### src/rtl/hsb_pkg.sv
// hsb_pkg: shared types and constants for the hsv saturation boost block
// used by hsb_analyze and hsv_saturation_boost; depends on nothing
package hsb_pkg;

   // saturation gain register, unsigned Q2.8
   localparam int GAIN_W = 10;
   localparam int GAIN_FRAC = 8;
   localparam logic [GAIN_W-1:0] GAIN_ONE = 10'd256;
   localparam logic [GAIN_W-1:0] GAIN_MAX = 10'd768;

   // how one output channel is rebuilt
   typedef enum logic [1:0] {
      SEL_LOW  = 2'd0,  // min channel: floor value
      SEL_HIGH = 2'd1,  // max channel: floor plus chroma
      SEL_MID  = 2'd2,  // middle channel: floor plus scaled offset
      SEL_PASS = 2'd3   // unit gain or grey pixel: input copied
   } sel_type;

endpackage

### src/rtl/hsb_analyze.sv
// hsb_analyze: front four pipeline stages, from the rgb pixel to the new chroma,
// the floor value and the numerator and divisor of the middle channel
// depends on hsb_pkg
module hsb_analyze import hsb_pkg::*; #(
   parameter int W = 12
) (
   input  logic            clock,
   input  logic            reset,
   input  logic            enable,
   input  logic            in_valid,
   input  logic [W-1:0]    red_i,
   input  logic [W-1:0]    green_i,
   input  logic [W-1:0]    blue_i,
   input  logic [W-1:0]    alpha_i,
   input  logic [GAIN_W-1:0] gain_i,
   output logic            out_valid,
   output logic [2*W-1:0]  num_o,
   output logic [W-1:0]    den_o,
   output logic [W-1:0]    chroma_o,
   output logic [W-1:0]    floor_o,
   output logic [3:0][W-1:0] pix_o,
   output sel_type [2:0]   sel_o
);

   localparam int SUM_W = W + 2;
   localparam int PROD_W = W + GAIN_W;
   localparam int SCL_W = PROD_W - GAIN_FRAC;

   // stage 1: max, min and clamped gain
   logic [W-1:0]      hi_rg, hi_c, lo_rg, lo_c;
   logic [GAIN_W-1:0] gain_c;
   logic              valid1_ff;
   logic [3:0][W-1:0] pix1_ff;
   logic [W-1:0]      hi1_ff, lo1_ff;
   logic [GAIN_W-1:0] gain1_ff;

   always_comb begin
      hi_rg = (red_i >= green_i) ? red_i : green_i;
      hi_c = (hi_rg >= blue_i) ? hi_rg : blue_i;
      lo_rg = (red_i <= green_i) ? red_i : green_i;
      lo_c = (lo_rg <= blue_i) ? lo_rg : blue_i;
      if (gain_i < GAIN_ONE) begin
         gain_c = GAIN_ONE;
      end else if (gain_i > GAIN_MAX) begin
         gain_c = GAIN_MAX;
      end else begin
         gain_c = gain_i;
      end
   end

   always_ff @(posedge clock) begin
      if (reset) begin
         valid1_ff <= 1'b0;
      end else if (enable) begin
         valid1_ff <= in_valid;
      end
      if (enable) begin
         pix1_ff <= {alpha_i, blue_i, green_i, red_i};
         hi1_ff <= hi_c;
         lo1_ff <= lo_c;
         gain1_ff <= gain_c;
      end
   end

   // stage 2: delta, middle offset, delta times gain, channel roles
   logic [W-1:0]      delta_c, mid_c, off_c;
   logic [SUM_W-1:0]  sum_c;
   logic [PROD_W-1:0] prod_c;
   logic              pass_c;
   sel_type [2:0]     sel_c;
   logic              valid2_ff;
   logic [3:0][W-1:0] pix2_ff;
   logic [W-1:0]      hi2_ff, delta2_ff, off2_ff;
   logic [PROD_W-1:0] prod2_ff;
   sel_type [2:0]     sel2_ff;

   always_comb begin
      delta_c = hi1_ff - lo1_ff;
      sum_c = SUM_W'(pix1_ff[0]) + SUM_W'(pix1_ff[1]) + SUM_W'(pix1_ff[2]);
      mid_c = W'(sum_c - SUM_W'(hi1_ff) - SUM_W'(lo1_ff));
      off_c = mid_c - lo1_ff;
      prod_c = PROD_W'(delta_c) * PROD_W'(gain1_ff);
      pass_c = (gain1_ff == GAIN_ONE) || (delta_c == '0);
      for (int i = 0; i < 3; i++) begin
         if (pass_c) begin
            sel_c[i] = SEL_PASS;
         end else if (pix1_ff[i] == lo1_ff) begin
            sel_c[i] = SEL_LOW;
         end else if (pix1_ff[i] == hi1_ff) begin
            sel_c[i] = SEL_HIGH;
         end else begin
            sel_c[i] = SEL_MID;
         end
      end
   end

   always_ff @(posedge clock) begin
      if (reset) begin
         valid2_ff <= 1'b0;
      end else if (enable) begin
         valid2_ff <= valid1_ff;
      end
      if (enable) begin
         pix2_ff <= pix1_ff;
         hi2_ff <= hi1_ff;
         delta2_ff <= delta_c;
         off2_ff <= off_c;
         prod2_ff <= prod_c;
         sel2_ff <= sel_c;
      end
   end

   // stage 3: new chroma capped at value, floor = value - chroma
   logic [SCL_W-1:0]  scaled_c;
   logic [W-1:0]      chroma_c, floor_c;
   logic              valid3_ff;
   logic [3:0][W-1:0] pix3_ff;
   logic [W-1:0]      delta3_ff, off3_ff, chroma3_ff, floor3_ff;
   sel_type [2:0]     sel3_ff;

   always_comb begin
      scaled_c = prod2_ff[PROD_W-1:GAIN_FRAC];
      chroma_c = (scaled_c > SCL_W'(hi2_ff)) ? hi2_ff : scaled_c[W-1:0];
      floor_c = hi2_ff - chroma_c;
   end

   always_ff @(posedge clock) begin
      if (reset) begin
         valid3_ff <= 1'b0;
      end else if (enable) begin
         valid3_ff <= valid2_ff;
      end
      if (enable) begin
         pix3_ff <= pix2_ff;
         delta3_ff <= delta2_ff;
         off3_ff <= off2_ff;
         chroma3_ff <= chroma_c;
         floor3_ff <= floor_c;
         sel3_ff <= sel2_ff;
      end
   end

   // stage 4: numerator chroma times middle offset
   logic [2*W-1:0]    num_c;
   logic              valid4_ff;
   logic [3:0][W-1:0] pix4_ff;
   logic [W-1:0]      delta4_ff, chroma4_ff, floor4_ff;
   logic [2*W-1:0]    num4_ff;
   sel_type [2:0]     sel4_ff;

   assign num_c = (2*W)'(chroma3_ff) * (2*W)'(off3_ff);

   always_ff @(posedge clock) begin
      if (reset) begin
         valid4_ff <= 1'b0;
      end else if (enable) begin
         valid4_ff <= valid3_ff;
      end
      if (enable) begin
         pix4_ff <= pix3_ff;
         delta4_ff <= delta3_ff;
         chroma4_ff <= chroma3_ff;
         floor4_ff <= floor3_ff;
         num4_ff <= num_c;
         sel4_ff <= sel3_ff;
      end
   end

   assign out_valid = valid4_ff;
   assign num_o = num4_ff;
   assign den_o = delta4_ff;
   assign chroma_o = chroma4_ff;
   assign floor_o = floor4_ff;
   assign pix_o = pix4_ff;
   assign sel_o = sel4_ff;

   // the quotient must fit in one channel for any boosted item
   assert property (@(posedge clock) disable iff (reset)
      valid4_ff && (sel4_ff[0] != SEL_PASS) |-> num4_ff[2*W-1:W] < delta4_ff)
      else $error("hsb_analyze: numerator too large for divisor");

   // chroma plus floor rebuilds the max channel
   assert property (@(posedge clock) disable iff (reset)
      valid3_ff |-> (floor3_ff + chroma3_ff) >= floor3_ff)
      else $error("hsb_analyze: floor plus chroma wraps");

endmodule

### src/rtl/hsb_div_pipe.sv
// hsb_div_pipe: pipelined restoring divider, one quotient bit per stage,
// with a side payload that travels alongside; no package dependency
module hsb_div_pipe #(
   parameter int W = 12,
   parameter int SIDE_W = 8
) (
   input  logic              clock,
   input  logic              reset,
   input  logic              enable,
   input  logic              in_valid,
   input  logic [2*W-1:0]    num_i,
   input  logic [W-1:0]      den_i,
   input  logic [SIDE_W-1:0] side_i,
   output logic              out_valid,
   output logic [W-1:0]      quo_o,
   output logic [SIDE_W-1:0] side_o
);

   // stage k inputs; index 0 comes from the ports
   logic [W-1:0]      rem_s   [0:W];
   logic [W-1:0]      shf_s   [0:W];
   logic [W-1:0]      den_s   [0:W];
   logic [SIDE_W-1:0] side_s  [0:W];
   logic              valid_s [0:W];

   // upper half is the starting remainder, lower half shifts in
   assign rem_s[0] = num_i[2*W-1:W];
   assign shf_s[0] = num_i[W-1:0];
   assign den_s[0] = den_i;
   assign side_s[0] = side_i;
   assign valid_s[0] = in_valid;

   for (genvar k = 0; k < W; k++) begin : g_step
      logic [W:0]        trial_c, diff_c;
      logic              fits_c;
      logic [W-1:0]      rem_ff, shf_ff, den_ff;
      logic [SIDE_W-1:0] side_ff;
      logic              valid_ff;

      // trial subtract of the divisor from the shifted remainder
      always_comb begin
         trial_c = {rem_s[k], shf_s[k][W-1]};
         diff_c = trial_c - {1'b0, den_s[k]};
         fits_c = trial_c >= {1'b0, den_s[k]};
      end

      always_ff @(posedge clock) begin
         if (reset) begin
            valid_ff <= 1'b0;
         end else if (enable) begin
            valid_ff <= valid_s[k];
         end
         if (enable) begin
            rem_ff <= fits_c ? diff_c[W-1:0] : trial_c[W-1:0];
            shf_ff <= {shf_s[k][W-2:0], fits_c};
            den_ff <= den_s[k];
            side_ff <= side_s[k];
         end
      end

      assign rem_s[k+1] = rem_ff;
      assign shf_s[k+1] = shf_ff;
      assign den_s[k+1] = den_ff;
      assign side_s[k+1] = side_ff;
      assign valid_s[k+1] = valid_ff;
   end

   assign out_valid = valid_s[W];
   assign quo_o = shf_s[W];
   assign side_o = side_s[W];

   // restoring step keeps the remainder below the divisor
   assert property (@(posedge clock) disable iff (reset)
      valid_s[W] && (den_s[W] != '0) |-> rem_s[W] < den_s[W])
      else $error("hsb_div_pipe: remainder not below divisor");

endmodule

### src/rtl/hsv_saturation_boost.sv
// hsv_saturation_boost: raises hsv saturation of an rgba pixel stream
// pipeline: four analysis stages, one divider stage per
//   quotient bit of the middle channel, one output register
// throughput one item per cycle; a stalled output freezes the whole pipeline
// reset clears all valid bits and sets the gain register to 1.0 (256)
// depends on hsb_pkg, hsb_analyze, hsb_div_pipe
module hsv_saturation_boost import hsb_pkg::*; #(
   parameter int CHANNEL_BITS = 12
) (
   input  logic                       clock,
   input  logic                       reset,
   input  logic                       req_tvalid,
   output logic                       req_tready,
   // red_in, green_in, blue_in, alpha_in from bit 0 up, zero padded
   input  logic [((4*CHANNEL_BITS+7)/8)*8-1:0] req_tdata,
   output logic                       rsp_tvalid,
   input  logic                       rsp_tready,
   // red_out, green_out, blue_out, alpha_out from bit 0 up, zero padded
   output logic [((4*CHANNEL_BITS+7)/8)*8-1:0] rsp_tdata,
   input  logic                       csr_wen,
   input  logic [GAIN_W-1:0]          csr_wdata
);

   localparam int W = CHANNEL_BITS;
   localparam int DATA_W = ((4*CHANNEL_BITS+7)/8)*8;
   localparam int SIDE_W = 6*W + 6;

   // gain register
   logic [GAIN_W-1:0] gain_ff;

   always_ff @(posedge clock) begin
      if (reset) begin
         gain_ff <= GAIN_ONE;
      end else if (csr_wen) begin
         gain_ff <= csr_wdata;
      end
   end

   // whole pipeline advances unless the output item is held
   logic enable;
   logic rsp_valid_ff;

   assign enable = !rsp_valid_ff || rsp_tready;
   assign req_tready = enable;

   // analysis stages
   logic              an_valid;
   logic [2*W-1:0]    an_num;
   logic [W-1:0]      an_den, an_chroma, an_floor;
   logic [3:0][W-1:0] an_pix;
   sel_type [2:0]     an_sel;

   hsb_analyze #(.W(W)) u_analyze (
      .clock     (clock),
      .reset     (reset),
      .enable    (enable),
      .in_valid  (req_tvalid),
      .red_i     (req_tdata[0*W +: W]),
      .green_i   (req_tdata[1*W +: W]),
      .blue_i    (req_tdata[2*W +: W]),
      .alpha_i   (req_tdata[3*W +: W]),
      .gain_i    (gain_ff),
      .out_valid (an_valid),
      .num_o     (an_num),
      .den_o     (an_den),
      .chroma_o  (an_chroma),
      .floor_o   (an_floor),
      .pix_o     (an_pix),
      .sel_o     (an_sel)
   );

   // divider for the middle channel, rest of the item rides along
   logic              dv_valid;
   logic [W-1:0]      dv_quo;
   logic [SIDE_W-1:0] side_in, side_out;

   assign side_in = {an_pix, an_sel, an_floor, an_chroma};

   hsb_div_pipe #(.W(W), .SIDE_W(SIDE_W)) u_div (
      .clock     (clock),
      .reset     (reset),
      .enable    (enable),
      .in_valid  (an_valid),
      .num_i     (an_num),
      .den_i     (an_den),
      .side_i    (side_in),
      .out_valid (dv_valid),
      .quo_o     (dv_quo),
      .side_o    (side_out)
   );

   // rebuild each channel from its role
   logic [W-1:0]      dv_chroma, dv_floor;
   sel_type [2:0]     dv_sel;
   logic [3:0][W-1:0] dv_pix;
   logic [2:0][W-1:0] chan_c;
   logic [DATA_W-1:0] rsp_data_in;
   logic [DATA_W-1:0] rsp_data_ff;

   always_comb begin
      dv_chroma = side_out[W-1:0];
      dv_floor = side_out[2*W-1:W];
      dv_pix = side_out[SIDE_W-1:2*W+6];
      for (int i = 0; i < 3; i++) begin
         dv_sel[i] = sel_type'(side_out[2*W+2*i +: 2]);
         unique case (dv_sel[i])
            SEL_LOW:  chan_c[i] = dv_floor;
            SEL_HIGH: chan_c[i] = dv_floor + dv_chroma;
            SEL_MID:  chan_c[i] = dv_floor + dv_quo;
            SEL_PASS: chan_c[i] = dv_pix[i];
            default:  chan_c[i] = dv_pix[i];
         endcase
      end
      rsp_data_in = DATA_W'({dv_pix[3], chan_c[2], chan_c[1], chan_c[0]});
   end

   // output register
   always_ff @(posedge clock) begin
      if (reset) begin
         rsp_valid_ff <= 1'b0;
      end else if (enable) begin
         rsp_valid_ff <= dv_valid;
      end
      if (enable) begin
         rsp_data_ff <= rsp_data_in;
      end
   end

   assign rsp_tvalid = rsp_valid_ff;
   assign rsp_tdata = rsp_data_ff;

   // no item leaves right after reset
   assert property (@(posedge clock) reset |=> !rsp_valid_ff)
      else $error("hsv_saturation_boost: output valid after reset");

   // the middle channel never passes the max channel
   assert property (@(posedge clock) disable iff (reset)
      dv_valid && (dv_sel[0] == SEL_MID || dv_sel[1] == SEL_MID ||
                   dv_sel[2] == SEL_MID) |-> dv_quo <= dv_chroma)
      else $error("hsv_saturation_boost: middle quotient above chroma");

endmodule
### config.mk
export PLATFORM = sky130hd
export DESIGN_NAME = hsv_saturation_boost
export DESIGN_NICKNAME = d
export VERILOG_FILES = /design/src/rtl/hsb_pkg.sv /design/src/rtl/hsb_analyze.sv /design/src/rtl/hsb_div_pipe.sv /design/src/rtl/hsv_saturation_boost.sv
export SDC_FILE = /design/constraint.sdc
export NUM_CORES = 2
export LEC_CHECK = 0
export ABC_CLOCK_PERIOD_IN_PS = 93200
export BUFFER_PORTS_ARGS = -buffer_cell sky130_fd_sc_hd__buf_2
export CAP_MARGIN = 30
export CORE_MARGIN = 5
export CORE_UTILIZATION = 50
export DETAILED_ROUTE_END_ITERATION = 10
export PLACE_DENSITY_LB_ADDON = 0.1
export SLEW_MARGIN = 20
export SYNTH_ARGS = -nofsm -noshare
export SYNTH_HDL_FRONTEND = slang
export SYNTH_SLANG_ARGS = --single-unit
export TNS_END_PERCENT = 10
### constraint.sdc
create_clock -name clock -period 93.2 [get_ports clock]
set_input_delay 23.3 -clock clock [delete_from_list [all_inputs] [get_ports clock]]
set_output_delay 23.3 -clock clock [all_outputs]
set_load 0.03 [all_outputs]
Word level (Yosys, flattened, before mapping)

Cells that the tools add are included.

Bits of input ports: 63
Logic and storage cells: 197
Output and inout port bits: 50
Register bits after elaboration: 1829

Magnitude comparators: 19
Multiply operators: 2
$add $sub $neg: 20
Equality and inequality tests: 16
Reduce and logical (&&, ||, !) cells: 8
Muxes and demuxes: 26

Operators by type and width:

| cell                                                                   | number |
|---|---|
| 12-bit two-way mux                                                     | 16 |
| 12-bit subtractor                                                      | 16 |
| 13-bit by 12-bit >= comparator with 1-bit output                       | 12 |
| 12-bit case mux with 4 select lines                                    | 3 |
| 12-bit == test                                                         | 6 |
| 12-bit adder                                                           | 4 |
| 12-bit >= comparator                                                   | 2 |
| 12-bit less-or-equal comparator                                        | 2 |
| 12-bit by 12-bit multiplier with 24-bit output                         | 1 |
| 12-bit by 10-bit multiplier with 22-bit output                         | 1 |
| 14-bit by 12-bit > comparator with 1-bit output                        | 1 |
| 2-bit == test (second input constant)                                  | 6 |
| 12-bit logical NOT                                                     | 1 |
| 2-bit two-way mux                                                      | 6 |
| 10-bit by 9-bit == test with 1-bit output (second input constant)      | 1 |
| 10-bit > comparator (second input constant)                            | 1 |
| 10-bit by 9-bit < comparator with 1-bit output (second input constant) | 1 |
| 10-bit two-way mux                                                     | 1 |
| 2-bit by 1-bit == test with 1-bit output (second input constant)       | 3 |
| 2-bit logical NOT                                                      | 3 |
| 1-bit logical OR                                                       | 2 |
| 2-bit OR reduction                                                     | 1 |
| 1-bit logical NOT                                                      | 1 |

Longest topological paths before layout

Depth after elaboration: 5
Depth in mapped cells: 28
Gate-level depth less buffers: 27

Hierarchy

From an unflattened synthesis, not the netlist that was laid out.

Cell total of the unflattened synthesis: 4955
Area total of the unflattened synthesis: 79468.7 um^2

Modules (own cells, without submodules):

| module               | cells an instance | times used | area each (um^2) |
|---|---|---|---|
| hsb_div_pipe         | 2554              | 1          | 49323.6 |
| hsb_analyze          | 2045              | 1          | 26008.7 |
| hsv_saturation_boost | 356               | 1          | 4136.5 |

Worst setup path after synthesis

No wires, ideal clock.

Path kind: input to output
Start point: in rsp_tready
End point: out req_tready
Slack: -2.191 ns
Arrival time: 72.091 ns
Stages on the path: 4
Data required time: 69.900 ns
Cells stage by stage: nor2b_1 -> clkbuf_1 -> clkinv_1 -> buf_1

Longest elaborated chain between the ends: 1

Ends and longest elaborated chain:

| element          | RTL line                   | text |
|---|---|---|
| from (decl)      | hsv_saturation_boost.sv:17 | `input logic rsp_tready,` |
| 1-bit logical OR | hsv_saturation_boost.sv:43 | `assign enable = !rsp_valid_ff \|\| rsp_tready;` |
| to (decl)        | hsv_saturation_boost.sv:13 | `output logic req_tready,` |

Every way passes these cells.

Final worst setup path

Same ends and word-level chain as after synthesis.

==> flow_metrics.tcl <==
set metrics [dict create \
    async_flop_share_pct 0 \
    die_h_um 406.5 \
    path_max_fanout 63 \
    end_kind "primary output" \
    r2r_slack_ps 85510 \
    antenna_found_initial 1 \
    clk_transition_reported_paths_ps 60 \
    hpwl_mm 87.18 \
    reg2reg_from "u_analyze.hi1_ff[0]" \
    die_x_um 406.5 \
    synth_cell_types 78 \
    grt_max_degree 199 \
    design.core.area_um2 156200 \
    period_share_pct 51.07 \
    worst_setup_path_start_kind "input pin" \
    drcViolationCount 0 \
    max-slew-margin-rel_pct 31.83 \
    num_rows 145 \
    hold_path.class "reg2reg" \
    clockRootBuffer "clkbuf_16" \
    synth-seq-cells 1821 \
    synthesis.nets 5541 \
    ys.flop_type "edfxtp_1" \
    drt-total-wl_mm 127.3 \
    finalHoldViolCount 0 \
    diodes 0 \
    status "complete, no violations" \
    arrival_ps 24290 \
    seq_area_frac_synth_pct 69.22 \
    synth-edff-count 1794 \
    place_area_um2 81810 \
    place_congestion 0.8409 \
    overflow 0 \
    skew_ps 41.44 \
    stdcell_count 7323 \
    ys_top_cells_by_area "edfxtp_1 69%, ha_1 6.2%, fa_1 5.7%" \
    hold_buffers 0 \
    postLayoutCoreUtil_pct 56.20 \
    synth_area_um2 78610 \
    maxSlewViolCount 0 \
    crit_required_ps 69900 \
    synth_area_per_cell_um2 16.15 \
    final_nets 5786 \
    grt_pass1_vias 38250 \
    r2r-end "u_analyze.prod2_ff[19]" \
    dr_total_vias 37340 \
    fmax_mhz 21.01 \
    cap_violations 0 \
    grt_pass1_wl_mm 205.7 \
    die_area_um2 165200 \
    post_cts_resize_count 0 \
    tightest_slew_ps 1023 \
    synth_top_area_share_pct 68.53 \
    tritoncts "done" \
    cts_num_sinks 1821 \
    setup_violations 0 \
    ios 113 \
    htreeDepth 4 \
    postCtsSetupRepairBufs 0 \
    yosys.area.top_type "edfxtp_1" \
    design_area_um2 87790 \
    wl_per_cell_um 17.39 \
    crit_start "rsp_tready" \
    cts_buffers 180 \
    drtPass1Iterations 4 \
    clock_latency_ps 780 \
    tns_ps 0 \
    groute.usage.overall_pct 15.72 \
    layout-drive-gt1-share_pct 11.91 \
    r2r_cells 26 \
    cts_buffer_depth 3 \
    ys_warn_count 0 \
    synth_most_common_cell "edfxtp_1" \
    port_buffers 112 \
    area_growth_pct 11.68 \
    period_minus_slack_ps 47590 \
    start_util_pct 50.32 \
    crit_type "in2out" \
    place_inst 6980 \
    drtAntennaViolNets 0 \
    ys_top_cells_by_count "1794 x edfxtp_1, 494 x inv_1, 387 x ha_1" \
    drtIter0Drc 2315 \
    vias_per_cell 5.099 \
    crit_end "req_tready" \
    synthCells 4866 \
    rsz0062_at_grt "no" \
]
stage by stage:
stage          worst slack (ps)  hold slack, ps
6_report                  45610           384.6
5_1_grt                   45530           386.8
4_1_cts                   45590           383.5
3_5_place_dp              45600           404.5
3_3_place_gp              45600           400.1
2_1_floorplan              3652           400.3
placed cells by master (no fill, tap or decap), types with 48 or more instances in the layout:
master        n
a21o_1       71
a21oi_1     151
and2_1      124
buf_2       112
clkbuf_16   180
clkinv_1     48
edfxtp_1   1794
fa_1        225
ha_1        387
inv_1       494
mux2_2      127
mux2i_1      56
nand2_1     267
nand3_1      52
nor2_1      137
nor2b_1      60
o21ai_0      83
xnor2_1     168
xor2_1       90
layout make-up:
| cell class | count | area [µm²] |
|---|---|---|
| sequential | 1821 | 54410 |
| inverter | 495 | 1866 |
| clock buffer | 208 | 4609 |
| timing repair buffer | 164 | 1132 |
| multi-input combinational | 2449 | 21980 |
| clock inverter | 128 | 1220 |
| tap | 2058 | 2575 |
| fill | 12230 | 68410 |
worst min-delay path by stage:
stage                     depth (start not counted)                   startpoint  slack [ps]                          end
after CTS                                         0  u_div.g_step[3].side_ff[29]         380  u_div.g_step[4].side_ff[29]
after detailed placement                          0             u_div.side_o[69]         400                rsp_tdata[39]
after floorplan                                   0             u_div.side_o[66]         400                rsp_tdata[36]
after global placement                            0       u_analyze.floor3_ff[6]         400         u_analyze.floor_o[6]
final                                             0  u_div.g_step[3].side_ff[24]         380  u_div.g_step[4].side_ff[24]
after global routing                              0  u_div.g_step[3].side_ff[29]         390  u_div.g_step[4].side_ff[29]
metal layers:
metal | part of all wire [%] | global-route usage (%)
met3 | 3.7 | 2.720
met2 | 48 | 25.97
met1 | 45 | 21.31
met5 | 0 | 0
met4 | 3.1 | 5.393
cells by family after synthesis:
| logic type | after synthesis | share of synthesized area (%) |
|---|---|---|
| muxes | 209 | 3.249 |
| AOI/OAI and AO/OA | 525 | 4.498 |
| buffers and inverters | 596 | 2.870 |
| adders and majority gates | 612 | 11.89 |
| and+or+nand+nor | 843 | 5.377 |
| DFF | 1821 | 69.22 |
| xor gates and xnor gates | 260 | 2.897 |
critical path: stages:
cell	delay, ps
buf_2	70
nor2b_1	30
buf_4	200
inv_8	330
buf_2	290
sequential cells by signal, indices dropped and copies added, names as in the netlist, 14 cells and up:
register              cells
u_analyze.pix_o          48
u_analyze.pix1_ff        48
u_div.g_step.rem_ff     132
u_analyze.pix2_ff        48
u_analyze.num_o          24
u_analyze.pix3_ff        48
rsp_tdata                48
u_analyze.prod2_ff       14
u_div.side_o             78
u_div.g_step.side_ff    858
u_div.g_step.shf_ff     132
u_div.g_step.den_ff     132
Power is not shown: default switching activity piles up to over one toggle a cycle in this logic, so the estimate is an artifact.
